## src/mfb_pkg.sv

```systemverilog
// ----------------------------------------------------------------------------
// mfb_pkg
// Types and constants shared by the max flow controller and datapath.
// ----------------------------------------------------------------------------
package mfb_pkg;

  // Input command codes
  localparam logic CMD_WRITE = 1'b0;
  localparam logic CMD_RUN   = 1'b1;

  // Configuration register indexes
  localparam logic CFG_SOURCE = 1'b0;
  localparam logic CFG_SINK   = 1'b1;

  // Field widths fixed by the interface
  localparam int NODE_W = 4;
  localparam int CAPF_W = 16;
  localparam int FLOW_W = 20;
  localparam logic [FLOW_W-1:0] FLOW_MAX = '1;
  localparam logic [NODE_W-1:0] SOURCE_RST = 4'd0;
  localparam logic [NODE_W-1:0] SINK_RST   = 4'd15;

  // Controller states
  typedef enum logic [4:0] {
    ST_CLEAR,
    ST_IDLE,
    ST_RUN_CHK,
    ST_BFS_INIT,
    ST_DEQ,
    ST_DEQ_W,
    ST_SCAN_RD,
    ST_SCAN_EV,
    ST_AUG1_START,
    ST_AUG1_P,
    ST_AUG1_PW,
    ST_AUG1_R,
    ST_AUG2_START,
    ST_AUG2_P,
    ST_AUG2_PW,
    ST_AUG2_F,
    ST_AUG2_R,
    ST_FLOW_ADD,
    ST_DONE
  } state_t;

  // Commands from controller to datapath
  typedef struct packed {
    logic clr_step;
    logic cap_wr;
    logic run_start;
    logic bfs_init;
    logic deq_rd;
    logic deq_take;
    logic scan_rd;
    logic scan_ev;
    logic aug1_start;
    logic par_rd;
    logic par_take;
    logic aug1_min;
    logic aug2_start;
    logic aug2_fwd;
    logic aug2_rev;
    logic flow_add;
    logic out_load;
  } dp_cmd_t;

  // Status from datapath to controller
  typedef struct packed {
    logic clr_last;
    logic run_ok;
    logic q_empty;
    logic head_is_dst;
    logic scan_last;
    logic v_is_src;
    logic out_free;
  } dp_stat_t;

endpackage

```

## src/mfb_ctrl.sv

```systemverilog
// ----------------------------------------------------------------------------
// mfb_ctrl
// Sequencer for the clearing pass, capacity writes, search and augmentation.
// ----------------------------------------------------------------------------
module mfb_ctrl
  import mfb_pkg::*;
(
  input  logic     clk,
  input  logic     rst,
  input  logic     in_valid,
  input  logic     cmd,
  input  dp_stat_t stat,
  output dp_cmd_t  dcmd,
  output logic     in_stall
);

  state_t state, state_next;

  // State register
  always_ff @(posedge clk) begin
    if (rst) begin
      state <= ST_CLEAR;
    end else begin
      state <= state_next;
    end
  end

  // Next state and commands
  always_comb begin
    state_next = state;
    dcmd       = '0;
    in_stall   = (state != ST_IDLE);
    case (state)
      ST_CLEAR: begin
        dcmd.clr_step = 1'b1;
        if (stat.clr_last) state_next = ST_IDLE;
      end
      ST_IDLE: begin
        if (in_valid) begin
          if (cmd == CMD_RUN) state_next = ST_RUN_CHK;
          else dcmd.cap_wr = 1'b1;
        end
      end
      ST_RUN_CHK: begin
        dcmd.run_start = 1'b1;
        state_next = stat.run_ok ? ST_BFS_INIT : ST_DONE;
      end
      ST_BFS_INIT: begin
        dcmd.bfs_init = 1'b1;
        state_next = ST_DEQ;
      end
      ST_DEQ: begin
        if (stat.q_empty) begin
          state_next = ST_DONE;
        end else begin
          dcmd.deq_rd = 1'b1;
          state_next = ST_DEQ_W;
        end
      end
      ST_DEQ_W: begin
        if (stat.head_is_dst) begin
          state_next = ST_AUG1_START;
        end else begin
          dcmd.deq_take = 1'b1;
          state_next = ST_SCAN_RD;
        end
      end
      ST_SCAN_RD: begin
        dcmd.scan_rd = 1'b1;
        state_next = ST_SCAN_EV;
      end
      ST_SCAN_EV: begin
        dcmd.scan_ev = 1'b1;
        state_next = stat.scan_last ? ST_DEQ : ST_SCAN_RD;
      end
      // bottleneck pass
      ST_AUG1_START: begin
        dcmd.aug1_start = 1'b1;
        state_next = ST_AUG1_P;
      end
      ST_AUG1_P: begin
        if (stat.v_is_src) begin
          state_next = ST_AUG2_START;
        end else begin
          dcmd.par_rd = 1'b1;
          state_next = ST_AUG1_PW;
        end
      end
      ST_AUG1_PW: begin
        dcmd.par_take = 1'b1;
        state_next = ST_AUG1_R;
      end
      ST_AUG1_R: begin
        dcmd.aug1_min = 1'b1;
        state_next = ST_AUG1_P;
      end
      // update pass
      ST_AUG2_START: begin
        dcmd.aug2_start = 1'b1;
        state_next = ST_AUG2_P;
      end
      ST_AUG2_P: begin
        if (stat.v_is_src) begin
          state_next = ST_FLOW_ADD;
        end else begin
          dcmd.par_rd = 1'b1;
          state_next = ST_AUG2_PW;
        end
      end
      ST_AUG2_PW: begin
        dcmd.par_take = 1'b1;
        state_next = ST_AUG2_F;
      end
      ST_AUG2_F: begin
        dcmd.aug2_fwd = 1'b1;
        state_next = ST_AUG2_R;
      end
      ST_AUG2_R: begin
        dcmd.aug2_rev = 1'b1;
        state_next = ST_AUG2_P;
      end
      ST_FLOW_ADD: begin
        dcmd.flow_add = 1'b1;
        state_next = ST_BFS_INIT;
      end
      ST_DONE: begin
        if (stat.out_free) begin
          dcmd.out_load = 1'b1;
          state_next = ST_IDLE;
        end
      end
      default: begin
        state_next = ST_IDLE;
      end
    endcase
  end

endmodule

```

## config.mk

```make
export PLATFORM = sky130hd
export DESIGN_NAME = mfb_ctrl
export DESIGN_NICKNAME = d
export VERILOG_FILES = /design/src/mfb_pkg.sv /design/src/mfb_ctrl.sv
export SDC_FILE = /design/constraint.sdc
export NUM_CORES = 1
export LEC_CHECK = 0
export ABC_AREA = 1
export BUFFER_PORTS_ARGS = -buffer_cell sky130_fd_sc_hd__buf_2
export CORE_AREA = 2 2 41 43
export CTS_CLUSTER_DIAMETER = 150
export DETAILED_ROUTE_END_ITERATION = 8
export DIE_AREA = 0 0 43 45
export GPL_TIMING_DRIVEN = 0
export PLACE_DENSITY = 0.75
export SYNTH_ARGS = -nofsm -noshare
export SYNTH_HDL_FRONTEND = slang
export SYNTH_SLANG_ARGS = --single-unit
```

## constraint.sdc

```tcl
create_clock -name clk -period 1.39 [get_ports clk]
set_input_delay 0.0695 -clock clk [delete_from_list [all_inputs] [get_ports clk]]
set_output_delay 0.0695 -clock clk [all_outputs]
set_load 0.01 [all_outputs]
```

# Word-level counts from Yosys, hierarchy flattened
# Index checks and enable logic that the tools add are counted.
dict set report totals {
  register_bits 5
  latchBits 0
  ramBits 0
  rom_bits 0
  inputBits 11
  output_inout_bits 18
  wordCells 64
  mem_count 0
}
dict set report op_classes {
  addsub 0
  multipliers 0
  n_div 0
  magnitude_cmp 0
  n_eq_ne 23
  n_shift 0
  n_mux 34
  bitwise 0
  reduce_logical 6
}
# operator n
set ops {}
lappend ops {{one-hot mux 5 bit (17 select lines)} 1}
lappend ops {{equality test 5 x 4 -> 1 bit (second input constant)} 8}
lappend ops {{two-way mux 5 bit} 7}
lappend ops {{two-way mux 1 bit} 23}
lappend ops {{equality test 5 x 3 -> 1 bit (second input constant)} 4}
lappend ops {{equality test 5 bit (second input constant)} 3}
lappend ops {{equality test 5 x 2 -> 1 bit (second input constant)} 2}
lappend ops {{inequality test 2 bit (second input constant)} 4}
lappend ops {{OR reduction 2 bit} 4}
lappend ops {{equality test 5 x 1 -> 1 bit (second input constant)} 1}
lappend ops {{logical NOT 5 bit} 1}
lappend ops {{inequality test 5 x 1 -> 1 bit (second input constant)} 1}
lappend ops {{two-way mux 4 bit} 1}
lappend ops {{AND reduction 4 bit} 1}
lappend ops {{two-way mux 3 bit} 1}
lappend ops {{two-way mux 2 bit} 1}

# Depth between registers and ports, before layout
# Gate-level depths: netlist (run 1).
dict set report logic_depth {
  word_depth 3
  depth_mapped 12
  ltp_nobuf 11
}

# Least setup slack after synthesis (run 1)
# Ideal clock, no wire load.
dict set report synth_path {
  path_type {flip-flop to flip-flop}
  from {reg state[4]}
  to {reg state[0]}
  setup_ns 0.109
  arrival_ns 1.199
  required_time_ns 1.281
  slack_ns 0.082
  path_stages_with_launch 12
  n_path_buf 1
  synth_period_minus_slack_ns 1.308
  path_cell_list {dfxtp_1 > buf_2 > inv_2 > nand3_2 > nor2_1 > nor2_1 > nand2_1 > nor2_1 > nand2_1 > nand3_1 > nand2_1 > inv_1}
}
dict set report synth_via {
  elab_chain_cells 3
  word_cells_on_any_way 27
  classes_between {eq/ne (22); mux (1); reduce/logical (4)}
}
# item line_no
set synth_lines {}
lappend synth_lines {{start, declared} mfb_ctrl.sv:17} ;# state_t state, state_next;
lappend synth_lines {{start signal, assigned} mfb_ctrl.sv:24} ;# state <= state_next;
lappend synth_lines {{equality test 5 bit, or another cell as far along} mfb_ctrl.sv:33} ;# case (state)
lappend synth_lines {{OR reduction 2 bit (no source line) or inequality test 2 bit (tied branches)} -}
lappend synth_lines {{one-hot mux 5 bit (17 select lines) or AND reduction 4 bit (tied branches)} -}
# Parallel ways exist; a longest one is shown, timed or not.
# A chain may end at the register's enable or synchronous reset.

# Worst setup path after layout (run 1)
# Same ends and word-level chain as after synthesis.

==> results of run 1 <==
[metal layers]
layer / GRT usage [%] / vias to the layer above / share of wire, %
met5: 0 / - / 0
met4: 13.9 / 0 / 0.66
met3: 1.60 / 2 / 12
met2: 36.4 / 69 / 47
met1: 26.5 / 423 / 41
li1: - / 474 / -
[synthesized netlist by cell type]
cell type   n
a31oi_1     1
o31ai_1     1
nor2_4      1
buf_2       1
a211oi_1    1
inv_1      16
nand3_1    16
nor2_1     26
a21oi_1     5
nand3_2     1
nand2_2     2
o21ai_0     2
o211ai_1    1
inv_2       5
nor3_1      4
nor3b_1     1
dfxtp_1     5
nor2_2      4
nand3b_1    1
nand2_1    34
[worst min path at each step]
stage          start        to  slack (ps)  cells after the start
2_1_floorplan    rst  state[1]         140                      1
3_3_place_gp     rst  state[1]         300                      2
3_5_place_dp     rst  state[1]         310                      2
4_1_cts          rst  state[3]          50                      2
5_1_grt          rst  state[1]          50                      2
6_report         rst  state[1]          50                      2
[critical path, cell delays in order (launching register included)]
cell     delay (ps)
dfxtp_2         320
buf_6           140
inv_4            70
nand3_4          90
inv_1            60
nand2_1          50
nand2_1          60
nor2_1          120
nand2_1          70
nor2_1          110
nand3_1          80
nand2_1          60
inv_1            30
[logic make-up (layout without fill, tap and decap cells)]
logic type      Yosys count  after routing  synth area share, %
flops                     5              5                 15.5
compound gates           11             11                 9.87
simple gates             90             90                 61.7
buf+inv                  22             58                 13.0
[through the flow]
step / worst slack [ps] / total power [mW]
6_report: 12.0 / 1.37
5_1_grt: -98.0 / 1.49
4_1_cts: -26.1 / 1.21
3_5_place_dp: -41.8 / 1.00
3_3_place_gp: -57.5 / 1.00
2_1_floorplan: 82.3 / 0.796
[where the power goes]
group	switching, mW	internal, mW
sequential	0.0910	0.200
clock	0.0542	0.108
combinational	0.568	0.345
total	0.713	0.653
[what timing repair did]
item | 4_1_cts | 5_1_grt
buffers inserted | 0 | 4
hold buffers | 0 | 0
gates resized for setup | 8 | 17
endpoints found under the setup margin | 8 | 13
pin swaps | 0 | 3
[cell type report]
cell class | count | area, um2
repair buffers | 32 | 170
clock buffers | 4 | 26.3
flip-flops and latches | 5 | 114
well taps | 16 | 20.0
multi-input cells | 101 | 519
plain buffers | 1 | 11.3
inverters | 21 | 81.3
fillers | 147 | 529
==> impl_metrics.xml, run 1 <==
<?xml version="1.0" encoding="UTF-8"?>
<metrics>
  <group name="outcome">
    <metric name="outcome" unit="">completed</metric>
  </group>
  <group name="sta">
    <metric name="timing.fmax" unit="MHz">726</metric>
    <metric name="max_slew.worst_pin.slew" unit="ps">294</metric>
    <metric name="timing.max_slew.rel_slack" unit="%">80.3</metric>
    <metric name="setup_total_negative_slack" unit="ps">0</metric>
    <metric name="final_critical_path_time_including_i_o_delays_and_setup" unit="ps">1380</metric>
    <metric name="fin_hold_ws" unit="ps">48.3</metric>
    <metric name="setup_viols_final" unit="">0</metric>
    <metric name="grt_setup_unrepaired" unit="">yes</metric>
    <metric name="report.final.hold_viol_count" unit="">0</metric>
    <metric name="slew_violations" unit="">0</metric>
    <metric name="post-route-period-util" unit="%">99.1</metric>
    <metric name="fin_skew" unit="ps">3.63</metric>
  </group>
  <group name="detailed_routing">
    <metric name="detail_route.wirelength" unit="mm">2.13</metric>
    <metric name="drc_viols" unit="">0</metric>
    <metric name="post_drt_via_cell_ratio" unit="">5.38</metric>
    <metric name="drt_pre_antenna_iters" unit="">6</metric>
    <metric name="ant_nets" unit="">0</metric>
    <metric name="total_number_of_vias" unit="">968</metric>
    <metric name="wire_per_inst" unit="um">11.8</metric>
    <metric name="detailedRoute.firstIterationViolations" unit="">57</metric>
  </group>
  <group name="clock_tree">
    <metric name="cts-root-buf" unit="">clkbuf_4</metric>
    <metric name="cts_h_tree_depth" unit="">1</metric>
    <metric name="clk_pin_slew" unit="ps">40</metric>
    <metric name="clock_path_buffers" unit="">2</metric>
    <metric name="worst_skew_late_latency" unit="ps">240</metric>
    <metric name="clkSinkCount" unit="">5</metric>
    <metric name="cts_buffers" unit="">3</metric>
    <metric name="cts_tree" unit="">built</metric>
  </group>
  <group name="yosys">
    <metric name="yosysTopAreaCell" unit="">nand2_1</metric>
    <metric name="yosysSeqAreaShare" unit="%">15.5</metric>
    <metric name="synthCells" unit="">128</metric>
    <metric name="syn_nets" unit="">139</metric>
    <metric name="synth.top_cells.by_area" unit="">nand2_1 (20%), dfxtp_1 (15%), nor2_1 (15%)</metric>
    <metric name="syn-mean-instance-area" unit="um2">5.05</metric>
    <metric name="synth_seq_cells" unit="">5</metric>
    <metric name="post-synth-top-area-fraction" unit="%">19.7</metric>
    <metric name="yosys.cell_types.count" unit="">20</metric>
    <metric name="yosys_warns" unit="">0</metric>
    <metric name="netlist_area" unit="um2">647</metric>
  </group>
  <group name="pwr">
    <metric name="cellLeakagePower" unit="nW">0.591</metric>
    <metric name="power_per_cell_area" unit="nW/um2">1450</metric>
    <metric name="power.ir.vdd_worst" unit="mV">1.05</metric>
  </group>
  <group name="die">
    <metric name="die-area" unit="um2">1940</metric>
    <metric name="design.portCount" unit="">29</metric>
    <metric name="core" unit="um2">1470</metric>
    <metric name="dieWidth" unit="um">43</metric>
    <metric name="start_util" unit="%">44.0</metric>
    <metric name="die_h" unit="um">45</metric>
    <metric name="core.rowCount" unit="">14</metric>
  </group>
  <group name="placement">
    <metric name="place_area" unit="um2">807</metric>
    <metric name="hpwlAfterDp" unit="mm">1.59</metric>
    <metric name="io_buffer_count" unit="">28</metric>
    <metric name="place_congestion" unit="">0.854</metric>
    <metric name="dpl.cell_count" unit="">172</metric>
  </group>
  <group name="setup_path">
    <metric name="path_class" unit="">flop to flop</metric>
    <metric name="rrSetupSlack" unit="ps">10</metric>
    <metric name="worstReg2RegEnd" unit="">state[0]</metric>
    <metric name="cp-endpoint" unit="">state[0]</metric>
    <metric name="r2r_start" unit="">state[4]</metric>
    <metric name="data_required_critical_path" unit="ps">1530</metric>
    <metric name="crit_path_start_kind" unit="">flop</metric>
    <metric name="cp-startpoint" unit="">state[4]</metric>
    <metric name="path_max_fanout" unit="">8</metric>
    <metric name="worst-endpoint-arrival" unit="ps">1520</metric>
    <metric name="crit_path_end_kind" unit="">flop</metric>
    <metric name="reg2reg_depth" unit="">12</metric>
  </group>
  <group name="layout">
    <metric name="antenna-diode-count" unit="">0</metric>
    <metric name="fin_cells" unit="">180</metric>
    <metric name="layout-area-overhead-vs-synth" unit="%">45.6</metric>
    <metric name="layout.cells.most_common" unit="">nand2_1</metric>
    <metric name="finalNetCount" unit="">176</metric>
    <metric name="final_layout_size_suffix_gt1_share" unit="%">38.4</metric>
    <metric name="reg_top3" unit="">state (5)</metric>
    <metric name="finalCoreUtilization" unit="%">64.0</metric>
    <metric name="top_register_by_number_of_flip_flops" unit="">state</metric>
    <metric name="largest_register_ff_count" unit="">5</metric>
    <metric name="stdcell_area" unit="um2">942</metric>
    <metric name="final_cell_mix" unit="">nand2_1 (31), buf_2 (28), nor2_1 (24), nand3_1 (15), inv_1 (15)</metric>
  </group>
  <group name="global_route">
    <metric name="wire_length_of_the_first_global_routing_pass" unit="mm">3.15</metric>
    <metric name="grt_max_degree" unit="">9</metric>
    <metric name="antenna_found_initial" unit="">0</metric>
    <metric name="grt_overflow_total" unit="">0</metric>
    <metric name="grt_usage" unit="%">21.5</metric>
    <metric name="grt_pass1_vias" unit="">789</metric>
  </group>
  <group name="min_path">
    <metric name="timing.hold.worst.class" unit="">input port to flop</metric>
  </group>
  <group name="flow_run">
    <metric name="max-cap-violations" unit="">0</metric>
  </group>
</metrics>
Note: power is estimated with default switching activity, not from simulation.
==> inputs of run 2 (changes only) <==
MAX_ROUTING_LAYER = met4   (was unset)
==> run 2 against run 1 <==
  * Die area unchanged
  * Combinational power about the same
  * Clock skew about the same
  * Non-clock buffer count unchanged
  * Flip-flop and latch count unchanged
  * Worst setup slack about the same
  * Sequential power about the same
  * Critical path depth unchanged
  * Largest cell class unchanged
  * Largest power group unchanged
==> impl_metrics.xml, run 2 (synthesis gave the netlist of run 1 again) <==
<?xml version="1.0" encoding="UTF-8"?>
<metrics>
  <group name="outcome">
    <metric name="outcome" unit="">completed</metric>
  </group>
  <group name="clock_tree">
    <metric name="clkSinkCount" unit="">5</metric>
    <metric name="cts-root-buf" unit="">clkbuf_4</metric>
    <metric name="cts_tree" unit="">built</metric>
    <metric name="worst_skew_late_latency" unit="ps">240</metric>
    <metric name="post_cts_hold_buffer_count" unit="">0</metric>
    <metric name="cts_buffers" unit="">3</metric>
    <metric name="clock_path_buffers" unit="">2</metric>
    <metric name="cts_h_tree_depth" unit="">1</metric>
    <metric name="clk_pin_slew" unit="ps">40</metric>
  </group>
  <group name="detailed_routing">
    <metric name="drc_viols" unit="">0</metric>
    <metric name="post_drt_via_cell_ratio" unit="">5.37</metric>
    <metric name="detailedRoute.firstIterationViolations" unit="">57</metric>
    <metric name="ant_nets" unit="">0</metric>
    <metric name="total_number_of_vias" unit="">967</metric>
    <metric name="detail_route.wirelength" unit="mm">2.13</metric>
    <metric name="wire_per_inst" unit="um">11.9</metric>
    <metric name="drt_pre_antenna_iters" unit="">6</metric>
  </group>
  <group name="global_route">
    <metric name="grt_max_degree" unit="">9</metric>
    <metric name="grt_overflow_total" unit="">0</metric>
    <metric name="grt_pass1_vias" unit="">789</metric>
    <metric name="grt_usage" unit="%">22.1</metric>
    <metric name="antenna_found_initial" unit="">0</metric>
    <metric name="wire_length_of_the_first_global_routing_pass" unit="mm">3.15</metric>
  </group>
  <group name="layout">
    <metric name="seq_area" unit="um2">114</metric>
    <metric name="layout-area-overhead-vs-synth" unit="%">45.6</metric>
    <metric name="final_cell_mix" unit="">nand2_1 (31), buf_2 (28), nor2_1 (24), nand3_1 (15), inv_1 (15)</metric>
    <metric name="layout.cells.most_common" unit="">nand2_1</metric>
    <metric name="reg_top3" unit="">state (5)</metric>
    <metric name="top_register_by_number_of_flip_flops" unit="">state</metric>
    <metric name="final_layout_size_suffix_gt1_share" unit="%">38.4</metric>
    <metric name="largest_register_ff_count" unit="">5</metric>
    <metric name="finalNetCount" unit="">176</metric>
    <metric name="multiInputGateArea" unit="um2">519</metric>
    <metric name="antenna-diode-count" unit="">0</metric>
    <metric name="finalCoreUtilization" unit="%">64.0</metric>
    <metric name="n_fill_cell" unit="">147</metric>
  </group>
  <group name="setup_path">
    <metric name="worst-endpoint-arrival" unit="ps">1520</metric>
    <metric name="path_class" unit="">flop to flop</metric>
    <metric name="crit_path_cell_trace" unit="">buf_6, inv_4, nand3_4, inv_1, nand2_1, nand2_1, nor2_1, nand2_1, nor2_1, nand3_1, nand2_1, inv_1</metric>
    <metric name="timing.critical_path.slowest_stage_cell" unit="">dfxtp_2</metric>
    <metric name="path_max_fanout" unit="">8</metric>
    <metric name="crit_path_start_kind" unit="">flop</metric>
    <metric name="data_required_critical_path" unit="ps">1530</metric>
    <metric name="critPathTopFamily" unit="">simple AND/OR/NAND/NOR gates</metric>
    <metric name="timing.critical_path.mode_cell" unit="">nand2_1</metric>
    <metric name="crit_path_end_kind" unit="">flop</metric>
    <metric name="timing.critical_path.slowest_cell_delay" unit="ps">320</metric>
    <metric name="critPathBufInv" unit="">4</metric>
  </group>
  <group name="die">
    <metric name="design.portCount" unit="">29</metric>
    <metric name="start_util" unit="%">44.0</metric>
    <metric name="core.rowCount" unit="">14</metric>
    <metric name="dieWidth" unit="um">43</metric>
    <metric name="core" unit="um2">1470</metric>
    <metric name="die_h" unit="um">45</metric>
    <metric name="die-area" unit="um2">1940</metric>
  </group>
  <group name="sta">
    <metric name="post-route-period-util" unit="%">99.1</metric>
    <metric name="grt_setup_unrepaired" unit="">yes</metric>
    <metric name="fin_skew" unit="ps">3.64</metric>
    <metric name="setup_total_negative_slack" unit="ps">0</metric>
    <metric name="timing.max_slew.rel_slack" unit="%">80.3</metric>
    <metric name="slew_violations" unit="">0</metric>
    <metric name="timing.fmax" unit="MHz">726</metric>
    <metric name="final_critical_path_time_including_i_o_delays_and_setup" unit="ps">1380</metric>
    <metric name="report.final.hold_viol_count" unit="">0</metric>
    <metric name="setup_viols_final" unit="">0</metric>
    <metric name="max_slew.worst_pin.slew" unit="ps">294</metric>
  </group>
  <group name="flow_run">
    <metric name="max-cap-violations" unit="">0</metric>
  </group>
  <group name="pwr">
    <metric name="p_switching" unit="mW">0.713</metric>
    <metric name="power.ir.vdd_worst" unit="mV">1.05</metric>
    <metric name="combinationalPowerShare" unit="%">66.8</metric>
    <metric name="cellLeakagePower" unit="nW">0.591</metric>
    <metric name="switching_share" unit="%">52.2</metric>
    <metric name="cell_internal_pwr" unit="mW">0.653</metric>
    <metric name="power_frac_clock" unit="%">11.9</metric>
    <metric name="power_frac_seq" unit="%">21.3</metric>
    <metric name="power_per_cell_area" unit="nW/um2">1450</metric>
  </group>
  <group name="placement">
    <metric name="place_congestion" unit="">0.868</metric>
    <metric name="hpwlAfterDp" unit="mm">1.59</metric>
    <metric name="io_buffer_count" unit="">28</metric>
  </group>
  <group name="min_path">
    <metric name="timing.hold.worst.class" unit="">input port to flop</metric>
  </group>
</metrics>
## run 2: cell counts in the layout (fill, tap and decap cells not counted)
No cell type changed its count.
## run 2: power by group through the flow
stage	clock [mW]	combinational [mW]	sequential [mW]
2_1_floorplan	0	0.557	0.239
3_3_place_gp	0	0.751	0.249
3_5_place_dp	0	0.752	0.249
4_1_cts	0.171	0.779	0.255
5_1_grt	0.178	1.01	0.299
6_report	0.162	0.913	0.291
## run 2: metal layers
metal  vias to the layer above  wire length (um)  GRT usage [%]
met5                         -                 0              -
met1                       422               869           26.8
li1                        474                 -              -
met3                         2               243           1.20
met2                        69              1010           36.4
met4                         0                14           13.9
## run 2: worst paths after layout
path	endpoint	from	slack, ps	cells past startpoint
worst max-delay path	state[0]	state[4]	10	12
worst min-delay path	state[1]	rst	50	2
worst max register to register	state[0]	state[4]	10	12
worst min register to register	state[3]	state[3]	630	2
## run 2: area by class of cell
type	instances	area share, %
Inverter	21	8.63
Multi-Input combinational cell	101	55.1
Buffer	1	1.20
Timing Repair Buffer	32	18.1
Sequential cell	5	12.1
Clock buffer	4	2.79
Tap cell	16	2.12
## run 2: worst reg2reg max path, delay by kind of cell, from the launching register on
kind                   cells  cell delay [ps]
flip-flops                 1              320
AND/OR/NAND/NOR            8              640
buffers and inverters      4              310
## run 2: metrics by stage
stage / cells / hold slack (ps) / power, mW / setup WS [ps] / instance area [um2]
floorplan: 128 / 139 / 0.796 / 82.3 / 647
global placement: 172 / 305 / 1.00 / -57.5 / 807
detailed placement: 172 / 309 / 1.00 / -41.8 / 807
CTS: 176 / 50.6 / 1.21 / -26.1 / 857
global route: 180 / 51.3 / 1.49 / -98.0 / 942
finish: 180 / 47.7 / 1.37 / 12.0 / 942
## run 2: repair_timing
action	CTS	global route
buffers inserted	0	4
resized for setup	8	17
pin swaps	0	3
setup endpoints to repair	8	13
